**config.mk**
```make
export PLATFORM = sky130hd
export DESIGN_NAME = group_round_robin_update_distributor
export DESIGN_NICKNAME = d
export VERILOG_FILES = /design/src/rtl/grrud_pkg.sv /design/src/rtl/group_round_robin_update_distributor.sv /design/src/rtl/grrud_ram.sv /design/src/rtl/grrud_core.sv
export SDC_FILE = /design/constraint.sdc
export NUM_CORES = 2
export LEC_CHECK = 0
export BUFFER_PORTS_ARGS = -buffer_cell sky130_fd_sc_hd__buf_2
export CAP_MARGIN = 5
export CORE_MARGIN = 4
export CORE_UTILIZATION = 40
export CTS_BUF_LIST = sky130_fd_sc_hd__clkbuf_4 sky130_fd_sc_hd__clkbuf_8 sky130_fd_sc_hd__clkbuf_16
export CTS_CLUSTER_SIZE = 28
export DETAILED_ROUTE_END_ITERATION = 8
export SLEW_MARGIN = 40
export SYNTH_ARGS = -nofsm -noshare
export SYNTH_HDL_FRONTEND = slang
export SYNTH_SLANG_ARGS = --single-unit
```
**constraint.sdc**
```tcl
create_clock -name aclk -period 21.3 [get_ports aclk]
set_clock_uncertainty 0.05 [all_clocks]
set_input_delay 1.065 -clock aclk [delete_from_list [all_inputs] [get_ports aclk]]
set_output_delay 1.065 -clock aclk [all_outputs]
set_load 0.02 [all_outputs]
```
**src/rtl/grrud_pkg.sv**
```systemverilog
`default_nettype none
package grrud_pkg;

    // request kinds
    localparam logic [1:0] KIND_ADD     = 2'd0;
    localparam logic [1:0] KIND_REMOVE  = 2'd1;
    localparam logic [1:0] KIND_REQUEST = 2'd2;
    localparam logic [1:0] KIND_NOP     = 2'd3;

    // group modes
    localparam logic [1:0] MODE_ONE      = 2'd0;
    localparam logic [1:0] MODE_ALL      = 2'd1;
    localparam logic [1:0] MODE_PASS     = 2'd2;
    localparam logic [1:0] MODE_PASS_ALT = 2'd3;

    // result status codes
    localparam logic [1:0] STAT_OK      = 2'd0;
    localparam logic [1:0] STAT_NOGROUP = 2'd1;
    localparam logic [1:0] STAT_NOMEMB  = 2'd2;
    localparam logic [1:0] STAT_FULL    = 2'd3;

    localparam int ENTRY_W = 17;

    typedef struct packed {
        logic        copy_request;
        logic [63:0] update_tag;
        logic [1:0]  mode;
        logic [15:0] quota;
        logic [2:0]  group_slot;
        logic [15:0] consumer_id;
        logic [1:0]  kind;
    } in_item_t;

    typedef struct packed {
        logic [1:0] status;
        logic       handled;
        logic       forward;
    } res_t;

    // one member table entry
    typedef struct packed {
        logic [15:0] id;
        logic        fresh;
    } entry_t;

    typedef enum logic [3:0] {
        ST_IDLE,
        ST_SCAN,
        ST_SHIFT,
        ST_CURRD,
        ST_CURCAP,
        ST_CSCAN,
        ST_ORDER,
        ST_DIST,
        ST_DONE
    } state_t;

endpackage
`default_nettype wire

```
**src/rtl/group_round_robin_update_distributor.sv**
```systemverilog
// Group round-robin update distributor.
// Input channel s_*: one request per beat; s_tuser carries the kind (add
// consumer, remove consumer, update request), s_tdata the payload.
// Result channel m_*: exactly one result per request, in request order,
// carrying forward, handled and status.
// Requests are handled one at a time by a sequencer around the member table
// memory (one read and one write port, registered read data).
//   add, unknown kind, refused request: straight from accept to result
//   update request: scans the members of the group
//   remove: find, close the gap, re-seat the cursor
// The result sits in an output register, so the sequencer returns to idle
// and takes the next request while the result waits for m_tready; when a
// second result is ready before the first is taken, the sequencer holds it
// and s_tready stays low.
// Reset (aresetn low, synchronous) empties all groups and the turn order;
// member table contents need no clearing.
`default_nettype none
module group_round_robin_update_distributor
    import grrud_pkg::*;
#(
    parameter int MAX_GROUPS  = 8,
    parameter int MAX_MEMBERS = 16
) (
    input  wire logic         aclk,
    input  wire logic         aresetn,
    input  wire logic         s_tvalid,
    output logic              s_tready,
    // consumer_id[15:0], group_slot[18:16], quota[34:19], mode[36:35],
    // update_tag[100:37], copy_request[101], zero fill [103:102]
    input  wire logic [103:0] s_tdata,
    // kind[1:0]
    input  wire logic [1:0]   s_tuser,
    output logic              m_tvalid,
    input  wire logic         m_tready,
    // forward[0], handled[1], status[3:2], zero fill [7:4]
    output logic [7:0]        m_tdata
);

    in_item_t in_item;
    res_t     core_res;
    logic     core_res_valid, core_res_ready;
    res_t     out_reg;
    logic     out_valid_reg;

    // unpack the request
    assign in_item = '{
        copy_request: s_tdata[101],
        update_tag:   s_tdata[100:37],
        mode:         s_tdata[36:35],
        quota:        s_tdata[34:19],
        group_slot:   s_tdata[18:16],
        consumer_id:  s_tdata[15:0],
        kind:         s_tuser
    };

    grrud_core #(
        .MAX_GROUPS (MAX_GROUPS),
        .MAX_MEMBERS(MAX_MEMBERS)
    ) u_core (
        .aclk     (aclk),
        .aresetn  (aresetn),
        .in_valid (s_tvalid),
        .in_ready (s_tready),
        .in_item  (in_item),
        .res_valid(core_res_valid),
        .res_ready(core_res_ready),
        .res      (core_res)
    );

    // output register
    assign core_res_ready = !out_valid_reg || m_tready;

    always_ff @(posedge aclk) begin
        if (!aresetn) begin
            out_valid_reg <= 1'b0;
        end else if (core_res_ready) begin
            out_valid_reg <= core_res_valid;
        end
    end

    always_ff @(posedge aclk) begin
        if (core_res_ready && core_res_valid) begin
            out_reg <= core_res;
        end
    end

    assign m_tvalid = out_valid_reg;
    assign m_tdata  = {4'b0000, out_reg.status, out_reg.handled, out_reg.forward};

endmodule
`default_nettype wire

```
**src/rtl/grrud_ram.sv**
```systemverilog
`default_nettype none
module grrud_ram #(
    parameter int WIDTH = 17,
    parameter int DEPTH = 16
) (
    input  wire logic                     aclk,
    input  wire logic                     we,
    input  wire logic [$clog2(DEPTH)-1:0] waddr,
    input  wire logic [WIDTH-1:0]         wdata,
    input  wire logic [$clog2(DEPTH)-1:0] raddr,
    output logic      [WIDTH-1:0]         rdata
);

    logic [WIDTH-1:0] mem_reg [DEPTH];

    // one write port, one registered read port
    always_ff @(posedge aclk) begin
        if (we) begin
            mem_reg[waddr] <= wdata;
        end
        rdata <= mem_reg[raddr];
    end

endmodule
`default_nettype wire

```
**src/rtl/grrud_core.sv**
```systemverilog
`default_nettype none
module grrud_core
    import grrud_pkg::*;
#(
    parameter int MAX_GROUPS  = 8,
    parameter int MAX_MEMBERS = 16
) (
    input  wire logic     aclk,
    input  wire logic     aresetn,
    input  wire logic     in_valid,
    output logic          in_ready,
    input  wire in_item_t in_item,
    output logic          res_valid,
    input  wire logic     res_ready,
    output res_t          res
);

    localparam int GW    = $clog2(MAX_GROUPS);
    localparam int MW    = (MAX_MEMBERS > 1) ? $clog2(MAX_MEMBERS) : 1;
    localparam int CW    = $clog2(MAX_MEMBERS + 1);
    localparam int OW    = $clog2(MAX_GROUPS + 1);
    localparam int AW    = GW + MW;
    localparam int DEPTH = 2 ** AW;

    // per-group state
    logic          g_valid_reg     [MAX_GROUPS];
    logic          g_valid_next    [MAX_GROUPS];
    logic [1:0]    g_mode_reg      [MAX_GROUPS];
    logic [1:0]    g_mode_next     [MAX_GROUPS];
    logic [15:0]   g_quota_reg     [MAX_GROUPS];
    logic [15:0]   g_quota_next    [MAX_GROUPS];
    logic [15:0]   g_count_reg     [MAX_GROUPS];
    logic [15:0]   g_count_next    [MAX_GROUPS];
    logic [63:0]   g_tag_reg       [MAX_GROUPS];
    logic [63:0]   g_tag_next      [MAX_GROUPS];
    logic          g_tag_valid_reg [MAX_GROUPS];
    logic          g_tag_valid_next[MAX_GROUPS];
    logic [CW-1:0] g_size_reg      [MAX_GROUPS];
    logic [CW-1:0] g_size_next     [MAX_GROUPS];
    logic [CW-1:0] m_cursor_reg    [MAX_GROUPS];
    logic [CW-1:0] m_cursor_next   [MAX_GROUPS];
    logic [GW-1:0] order_reg       [MAX_GROUPS];
    logic [GW-1:0] order_next      [MAX_GROUPS];

    // global state
    logic [OW-1:0] order_len_reg, order_len_next;
    logic [OW-1:0] order_cur_reg, order_cur_next;
    logic [63:0]   glob_tag_reg, glob_tag_next;
    logic          glob_tag_valid_reg, glob_tag_valid_next;
    logic [15:0]   tally_reg, tally_next;

    // sequencer
    state_t        state_reg, state_next;
    in_item_t      item_reg, item_next;
    logic [15:0]   target_reg, target_next;
    logic [CW-1:0] rd_idx_reg, rd_idx_next;
    logic          pend_reg, pend_next;
    logic [CW-1:0] pend_idx_reg, pend_idx_next;
    logic [CW-1:0] cur_reg, cur_next;
    logic          have_cur_reg, have_cur_next;
    res_t          res_reg, res_next;

    // member table port
    logic          ram_we;
    logic [AW-1:0] ram_waddr, ram_raddr;
    entry_t        ram_wdata, ram_rdata;
    logic [ENTRY_W-1:0] rdata_raw;

    // helpers
    logic [GW-1:0] gi, gin;
    logic          in_slot_ok, hit;
    logic [CW-1:0] size_cur, cur_inc;
    logic [OW-1:0] oc_eff;
    logic [CW-1:0] mc_eff;
    logic          newtag, ord_found;
    logic [15:0]   cnt_all, tally_all, cnt_one;
    logic [OW-1:0] ord_pos;

    grrud_ram #(
        .WIDTH(ENTRY_W),
        .DEPTH(DEPTH)
    ) u_members (
        .aclk (aclk),
        .we   (ram_we),
        .waddr(ram_waddr),
        .wdata(ram_wdata),
        .raddr(ram_raddr),
        .rdata(rdata_raw)
    );
    assign ram_rdata = entry_t'(rdata_raw);

    assign gi         = GW'(item_reg.group_slot);
    assign gin        = GW'(in_item.group_slot);
    assign in_slot_ok = (32'(in_item.group_slot) < MAX_GROUPS);
    assign hit        = pend_reg && (ram_rdata.id == target_reg);
    assign size_cur   = g_size_reg[gi];
    assign cur_inc    = (pend_idx_reg == m_cursor_reg[gi]) ? m_cursor_reg[gi] + 1'b1
                                                           : m_cursor_reg[gi];
    assign oc_eff     = (order_cur_reg >= order_len_reg) ? '0 : order_cur_reg;
    assign mc_eff     = (m_cursor_reg[gi] >= size_cur) ? '0 : m_cursor_reg[gi];
    assign newtag     = !g_tag_valid_reg[gi] || (g_tag_reg[gi] != item_reg.update_tag);
    assign cnt_all    = newtag ? g_count_reg[gi] + 16'd1 : g_count_reg[gi];
    assign tally_all  = (newtag ? 16'd0 : tally_reg) + 16'd1;
    assign cnt_one    = g_count_reg[gi] + 16'd1;
    assign res        = res_reg;

    // first position of the current group in the turn order
    always_comb begin
        ord_found = 1'b0;
        ord_pos   = '0;
        for (int k = MAX_GROUPS - 1; k >= 0; k--) begin
            if (OW'(k) < order_len_reg && order_reg[k] == gi) begin
                ord_found = 1'b1;
                ord_pos   = OW'(k);
            end
        end
    end

    // sequencer: next state and table updates
    always_comb begin
        g_valid_next        = g_valid_reg;
        g_mode_next         = g_mode_reg;
        g_quota_next        = g_quota_reg;
        g_count_next        = g_count_reg;
        g_tag_next          = g_tag_reg;
        g_tag_valid_next    = g_tag_valid_reg;
        g_size_next         = g_size_reg;
        m_cursor_next       = m_cursor_reg;
        order_next          = order_reg;
        order_len_next      = order_len_reg;
        order_cur_next      = order_cur_reg;
        glob_tag_next       = glob_tag_reg;
        glob_tag_valid_next = glob_tag_valid_reg;
        tally_next          = tally_reg;
        state_next          = state_reg;
        item_next           = item_reg;
        target_next         = target_reg;
        rd_idx_next         = rd_idx_reg;
        pend_next           = pend_reg;
        pend_idx_next       = pend_idx_reg;
        cur_next            = cur_reg;
        have_cur_next       = have_cur_reg;
        res_next            = res_reg;
        ram_we              = 1'b0;
        ram_waddr           = '0;
        ram_wdata           = '0;
        ram_raddr           = '0;
        in_ready            = 1'b0;
        res_valid           = 1'b0;

        unique case (state_reg)
            ST_IDLE: begin
                in_ready = 1'b1;
                if (in_valid) begin
                    item_next   = in_item;
                    target_next = in_item.consumer_id;
                    rd_idx_next = '0;
                    pend_next   = 1'b0;
                    res_next    = '{status: STAT_OK, handled: 1'b1, forward: 1'b0};
                    state_next  = ST_DONE;
                    unique case (in_item.kind)
                        KIND_ADD: begin
                            if (!in_slot_ok) begin
                                res_next.status = STAT_FULL;
                            end else if (g_valid_reg[gin] &&
                                         32'(g_size_reg[gin]) >= MAX_MEMBERS) begin
                                res_next.status = STAT_FULL;
                            end else begin
                                // create the group on first add
                                if (!g_valid_reg[gin]) begin
                                    g_valid_next[gin]     = 1'b1;
                                    g_mode_next[gin]      = in_item.mode;
                                    g_quota_next[gin]     = in_item.quota;
                                    g_count_next[gin]     = '0;
                                    g_tag_next[gin]       = '0;
                                    g_tag_valid_next[gin] = 1'b0;
                                    if (32'(order_len_reg) < MAX_GROUPS) begin
                                        if (order_cur_reg == order_len_reg) begin
                                            order_cur_next = order_cur_reg + 1'b1;
                                        end
                                        order_next[order_len_reg[GW-1:0]] = gin;
                                        order_len_next = order_len_reg + 1'b1;
                                    end
                                    m_cursor_next[gin] = CW'(1);
                                    g_size_next[gin]   = CW'(1);
                                    ram_waddr          = {gin, MW'(0)};
                                end else begin
                                    if (m_cursor_reg[gin] == g_size_reg[gin]) begin
                                        m_cursor_next[gin] = g_size_reg[gin] + 1'b1;
                                    end
                                    g_size_next[gin] = g_size_reg[gin] + 1'b1;
                                    ram_waddr        = {gin, g_size_reg[gin][MW-1:0]};
                                end
                                ram_we    = 1'b1;
                                ram_wdata = '{id: in_item.consumer_id, fresh: 1'b1};
                            end
                        end
                        KIND_REMOVE: begin
                            if (!in_slot_ok || !g_valid_reg[gin]) begin
                                res_next.status = STAT_NOGROUP;
                            end else begin
                                state_next = ST_SCAN;
                            end
                        end
                        KIND_REQUEST: begin
                            if (!in_item.copy_request) begin
                                res_next.handled = 1'b0;
                            end else if (!in_slot_ok || !g_valid_reg[gin]) begin
                                res_next.status = STAT_NOGROUP;
                            end else begin
                                state_next = ST_SCAN;
                            end
                        end
                        default: begin
                        end
                    endcase
                end
            end

            // look for the first member with the request's id
            ST_SCAN: begin
                if (hit) begin
                    if (item_reg.kind == KIND_REMOVE) begin
                        have_cur_next = cur_inc < size_cur;
                        cur_next      = (cur_inc > pend_idx_reg) ? cur_inc - 1'b1 : cur_inc;
                        rd_idx_next   = pend_idx_reg + 1'b1;
                        pend_next     = 1'b0;
                        state_next    = ST_SHIFT;
                    end else if (ram_rdata.fresh) begin
                        ram_we           = 1'b1;
                        ram_waddr        = {gi, pend_idx_reg[MW-1:0]};
                        ram_wdata        = '{id: item_reg.consumer_id, fresh: 1'b0};
                        res_next.forward = 1'b1;
                        state_next       = ST_DONE;
                    end else begin
                        state_next = ST_ORDER;
                    end
                end else if (rd_idx_reg < size_cur) begin
                    ram_raddr     = {gi, rd_idx_reg[MW-1:0]};
                    pend_next     = 1'b1;
                    pend_idx_next = rd_idx_reg;
                    rd_idx_next   = rd_idx_reg + 1'b1;
                end else begin
                    res_next.status = STAT_NOMEMB;
                    state_next      = ST_DONE;
                end
            end

            // close the gap: entry k moves down to k-1
            ST_SHIFT: begin
                if (pend_reg) begin
                    ram_we    = 1'b1;
                    ram_waddr = {gi, MW'(pend_idx_reg - 1'b1)};
                    ram_wdata = ram_rdata;
                end
                if (rd_idx_reg < size_cur) begin
                    ram_raddr     = {gi, rd_idx_reg[MW-1:0]};
                    pend_next     = 1'b1;
                    pend_idx_next = rd_idx_reg;
                    rd_idx_next   = rd_idx_reg + 1'b1;
                end else begin
                    pend_next       = 1'b0;
                    g_size_next[gi] = size_cur - 1'b1;
                    if (size_cur == CW'(1)) begin
                        // last member gone: drop the group from the turn order
                        g_valid_next[gi]  = 1'b0;
                        m_cursor_next[gi] = '0;
                        if (ord_found) begin
                            for (int k = 0; k < MAX_GROUPS - 1; k++) begin
                                if (OW'(k) >= ord_pos) begin
                                    order_next[k] = order_reg[k + 1];
                                end
                            end
                            order_len_next = order_len_reg - 1'b1;
                            if (ord_pos < order_cur_reg) begin
                                order_cur_next = order_cur_reg - 1'b1;
                            end
                        end
                        state_next = ST_DONE;
                    end else if (have_cur_reg) begin
                        state_next = ST_CURRD;
                    end else begin
                        m_cursor_next[gi] = size_cur - 1'b1;
                        state_next        = ST_DONE;
                    end
                end
            end

            // fetch the id under the consumer cursor
            ST_CURRD: begin
                ram_raddr  = {gi, cur_reg[MW-1:0]};
                state_next = ST_CURCAP;
            end

            ST_CURCAP: begin
                target_next = ram_rdata.id;
                rd_idx_next = '0;
                pend_next   = 1'b0;
                state_next  = ST_CSCAN;
            end

            // cursor lands on the first match of that id
            ST_CSCAN: begin
                if (hit) begin
                    m_cursor_next[gi] = pend_idx_reg;
                    state_next        = ST_DONE;
                end else if (rd_idx_reg < size_cur) begin
                    ram_raddr     = {gi, rd_idx_reg[MW-1:0]};
                    pend_next     = 1'b1;
                    pend_idx_next = rd_idx_reg;
                    rd_idx_next   = rd_idx_reg + 1'b1;
                end else begin
                    m_cursor_next[gi] = size_cur;
                    state_next        = ST_DONE;
                end
            end

            // turn checks, all-in-group accounting, pass-mode forwarding
            ST_ORDER: begin
                state_next = ST_DONE;
                if (order_len_reg != '0) begin
                    order_cur_next = oc_eff;
                    if (order_reg[oc_eff[GW-1:0]] == gi) begin
                        m_cursor_next[gi] = mc_eff;
                        if (!(glob_tag_valid_reg && glob_tag_reg == item_reg.update_tag)) begin
                            if (g_mode_reg[gi] == MODE_ONE) begin
                                ram_raddr  = {gi, mc_eff[MW-1:0]};
                                state_next = ST_DIST;
                            end else if (g_mode_reg[gi] == MODE_ALL) begin
                                res_next.forward = 1'b1;
                                if (newtag) begin
                                    g_tag_next[gi]       = item_reg.update_tag;
                                    g_tag_valid_next[gi] = 1'b1;
                                end
                                g_count_next[gi] = cnt_all;
                                tally_next       = tally_all;
                                if (tally_all == 16'(size_cur) && cnt_all >= g_quota_reg[gi]) begin
                                    glob_tag_next       = item_reg.update_tag;
                                    glob_tag_valid_next = 1'b1;
                                    g_count_next[gi]    = '0;
                                    order_cur_next      = oc_eff + 1'b1;
                                end
                            end else begin
                                res_next.forward = 1'b1;
                            end
                        end
                    end
                end
            end

            // one-per-group: only the current consumer gets it
            ST_DIST: begin
                state_next = ST_DONE;
                if (ram_rdata.id == item_reg.consumer_id) begin
                    res_next.forward     = 1'b1;
                    glob_tag_next        = item_reg.update_tag;
                    glob_tag_valid_next  = 1'b1;
                    g_tag_next[gi]       = item_reg.update_tag;
                    g_tag_valid_next[gi] = 1'b1;
                    g_count_next[gi]     = cnt_one;
                    if (cnt_one >= g_quota_reg[gi]) begin
                        m_cursor_next[gi] = m_cursor_reg[gi] + 1'b1;
                        g_count_next[gi]  = '0;
                        order_cur_next    = order_cur_reg + 1'b1;
                    end
                end
            end

            ST_DONE: begin
                res_valid = 1'b1;
                if (res_ready) begin
                    state_next = ST_IDLE;
                end
            end

            default: begin
                state_next = ST_IDLE;
            end
        endcase
    end

    // control state
    always_ff @(posedge aclk) begin
        if (!aresetn) begin
            state_reg          <= ST_IDLE;
            order_len_reg      <= '0;
            order_cur_reg      <= '0;
            glob_tag_valid_reg <= 1'b0;
            tally_reg          <= '0;
            pend_reg           <= 1'b0;
            for (int k = 0; k < MAX_GROUPS; k++) begin
                g_valid_reg[k]     <= 1'b0;
                g_tag_valid_reg[k] <= 1'b0;
                g_size_reg[k]      <= '0;
                m_cursor_reg[k]    <= '0;
                g_count_reg[k]     <= '0;
            end
        end else begin
            state_reg          <= state_next;
            order_len_reg      <= order_len_next;
            order_cur_reg      <= order_cur_next;
            glob_tag_valid_reg <= glob_tag_valid_next;
            tally_reg          <= tally_next;
            pend_reg           <= pend_next;
            g_valid_reg        <= g_valid_next;
            g_tag_valid_reg    <= g_tag_valid_next;
            g_size_reg         <= g_size_next;
            m_cursor_reg       <= m_cursor_next;
            g_count_reg        <= g_count_next;
        end
    end

    // payload
    always_ff @(posedge aclk) begin
        g_mode_reg    <= g_mode_next;
        g_quota_reg   <= g_quota_next;
        g_tag_reg     <= g_tag_next;
        order_reg     <= order_next;
        glob_tag_reg  <= glob_tag_next;
        item_reg      <= item_next;
        target_reg    <= target_next;
        rd_idx_reg    <= rd_idx_next;
        pend_idx_reg  <= pend_idx_next;
        cur_reg       <= cur_next;
        have_cur_reg  <= have_cur_next;
        res_reg       <= res_next;
    end

    a_cursor_in_order: assert property (@(posedge aclk) disable iff (!aresetn)
        order_cur_reg <= order_len_reg)
        else $error("turn cursor beyond order length");

    a_order_bounded: assert property (@(posedge aclk) disable iff (!aresetn)
        32'(order_len_reg) <= MAX_GROUPS)
        else $error("turn order overflow");

    a_accept_busy: assert property (@(posedge aclk) disable iff (!aresetn)
        (in_valid && in_ready) |=> state_reg != ST_IDLE)
        else $error("accepted request left sequencer idle");

    a_shift_write: assert property (@(posedge aclk) disable iff (!aresetn)
        (state_reg == ST_SHIFT && pend_reg) |-> pend_idx_reg != '0)
        else $error("shift writes below entry zero");

endmodule
`default_nettype wire

```
==> metrics <==
outcome finished, final reports clean; Synth Flop Type edfxtp_1; leakage power 55.1 nW; setup TNS 0 ns; WL/cell 28.9 um; Worst Hold Class in2reg; Setup crit start kind flop; Post-CTS Setup Repair Bufs 0; Max-slew headroom 0.376; maximum clock frequency 102 MHz; # setup viols final 0; area grow syn2layout 13.7%; vias in the first global route 95,000; Max IR drop VDD 0.0000782 V; WP data arrival 10.24 ns; layout cells sized above 1 0.128; Final ANT Viol Nets 0; post-DR vias/cell 6.10; Clock Path Buffers 4; Tot GR Track Use 0.248; RSZ-0062 raised after global routing false; Tmin final 9.81 ns; Syn Std Cell Area 0.143 mm2; CTS Hold Buffers Added 0; Syn Inst Count 11,300; Site Rows 218; Ys Warns 0; die width 605 um; EDFF count, synth 3,044; global-route wire length before repair 673,000 um; crit share post-route 0.461; CTS tree yes; GR Util met3 0.0508; WS Path Type reg2reg; most used routing layer met2; Starting DRT DRC Count 13,700; crit end category flop; Worst-path clk slew 0.06 ns; DP Worst Slack 11.49 ns; Hold WS 0.246 ns; most frequent cells in the layout edfxtp_1 (3,044), nand2_1 (2,141), nand3_1 (900); Core ar. 0.354 mm2; Seq/Total Area, Yosys 0.679; power density over the cells 90.3 mW/mm2; max reg flops 2,176; aggregate global routing overflow 0; Post-CTS Resized 0; routability cong. 0.918; Area contributors post-synth edfxtp_1 (64%), nand2_1 (5.7%), dfxtp_1 (3.8%); most common cell after layout, fill and taps aside edfxtp_1; die area 0.366 mm2; CP max FO 88; Seq cells post-synth 3,316; Yosys top cell area share 0.641; r2r worst-path depth 25; met1 usage 0.341; Netlist cell types 82; worst r2r src u_core.gi[0]; hold wc startpoint s_tdata[39]; DRC 0; Chip Height 605 um; Max-cap violations 0; final hold violation count 0; H-tree Lvls 5; r2r setup slk 11.49 ns; Ports 120; final wirelength 473,000 um; async set-or-reset flop fraction in the synthesized netlist 0; final core utilization 0.458; CTS buffer count 358; Setup WS post-layout 11.49 ns; clk_lat worst skew 0.96 ns; Min-Delay Endpoint u_core.item_reg[41]; total number of vias 99,700; hold path cells 1; CTS root buf clkbuf_16; antenna violations before repair 24; Critical R2R Capture u_core.glob_tag_reg[6]; Req. time, crit path 21.73 ns; Initial Utilization 0.403; average cell area after synthesis 12.7 um2; fin nets 11,500; largest net degree at the start of global routing 163; measured slew at the worst slew-check pin 0.929 ns; port buffer count 113; Post-DP HPWL 277,000 um; GR Layer Usage met2 0.385; Synth area leader edfxtp_1; clock sink count 3,316; CP Launch Point u_core.gi[0]; first-pass detailed-route iteration total 8; fin. max-slew vios 0
[worst max-delay path by stage]
| stage | slack [ns] | cells after the start | end |
|---|---|---|---|
| 2_1_floorplan | 12.82 | 26 | u_core.glob_tag_reg[0] |
| 3_3_place_gp | 11.10 | 25 | u_core.glob_tag_reg[57] |
| 3_5_place_dp | 11.49 | 25 | u_core.glob_tag_reg[57] |
| 4_1_cts | 11.44 | 25 | u_core.glob_tag_reg[6] |
| 5_1_grt | 11.03 | 25 | u_core.glob_tag_reg[20] |
| 6_report | 11.49 | 25 | u_core.glob_tag_reg[6] |
[Yosys cell counts (11+ instances only)]
| cell | number |
|---|---|
| a211oi_1 | 55 |
| a21o_1 | 35 |
| a21oi_1 | 561 |
| a221o_1 | 34 |
| a221oi_1 | 83 |
| a22o_1 | 544 |
| a22oi_1 | 129 |
| a31oi_1 | 90 |
| a32o_1 | 21 |
| a32oi_1 | 79 |
| and2_1 | 46 |
| and3_1 | 40 |
| buf_1 | 73 |
| buf_2 | 130 |
| buf_4 | 16 |
| clkbuf_1 | 606 |
| dfxtp_1 | 272 |
| edfxtp_1 | 3044 |
| ha_1 | 78 |
| inv_1 | 52 |
| mux2_2 | 78 |
| mux2i_1 | 245 |
| mux4_2 | 88 |
| nand2_1 | 2159 |
| nand2b_1 | 24 |
| nand3_1 | 902 |
| nand4_1 | 134 |
| nor2_1 | 459 |
| nor2b_1 | 25 |
| nor3_1 | 106 |
| nor4_1 | 110 |
| o211a_1 | 35 |
| o211ai_1 | 13 |
| o21a_1 | 13 |
| o21ai_0 | 299 |
| o221a_1 | 23 |
| o221a_2 | 13 |
| o221ai_1 | 49 |
| o22ai_1 | 53 |
| or2_2 | 11 |
| or3_1 | 25 |
| or4_1 | 11 |
| xnor2_1 | 103 |
| xor2_1 | 138 |
[metrics by stage]
stage | total power [mW] | instance area [um2] | cells
after global placement | 8.42 | 149000 | 15700
after CTS | 14.7 | 162000 | 16300
final | 14.6 | 162000 | 16300
after global routing | 15.1 | 162000 | 16300
after detailed placement | 8.45 | 150000 | 15700
after floorplan | 8.04 | 143000 | 11300
[cell type report]
cell class,instances,area (um2)
antenna,9,22.5
clock buffer,448,9770
clock inverter,207,2180
fill,31200,192000
inverter,54,205
multi-input combinational,7053,43100
sequential,3316,96900
tap,4730,5920
timing repair buffer,523,4110
[metal layers]
layer	vias to the layer above	part of all wire
li1	42800	-
met3	997	0.10
met2	5814	0.45
met5	-	0.000047
met1	50100	0.40
met4	4	0.043
[worst max-delay path, cell delays in order (launching register included)]
cell	delay [ns]
edfxtp_1	0.39
buf_12	0.46
buf_12	0.58
mux4_2	0.60
mux2i_1	0.18
xor2_1	0.59
o2111ai_1	0.40
nor4_1	0.51
nand4_1	0.26
nor4_2	0.26
buf_4	0.45
and2_1	0.21
ha_1	0.27
nand2_1	0.15
nor4_2	0.48
nand3_1	0.22
xor2_1	0.17
nand2_1	0.06
or4b_1	0.54
or4_1	0.44
a211o_1	0.30
a22o_1	0.18
buf_4	0.22
nor2_1	0.36
o211a_4	0.24
buf_6	0.50
[power by group]
group	switching (mW)	internal [mW]
logic	0.645	0.319
clock network	2.64	3.66
registers	0.125	7.25
[logic make-up (layout without fill, tap and decap cells)]
logic type                 Yosys count  count (layout)  synth area share
AOI/OAI and AO/OA                 2220            2220             0.110
xor gates and xnor gates           241             241            0.0148
adders and majority gates           79              79           0.00698
buffers and inverters              887            1232            0.0253
DFF                               3316            3316             0.679
muxes                              416             416            0.0377
other                                1              13         0.0000263
and+or+nand+nor                   4093            4093             0.126
No activity file was read; power rests on OpenSTA's default activity.
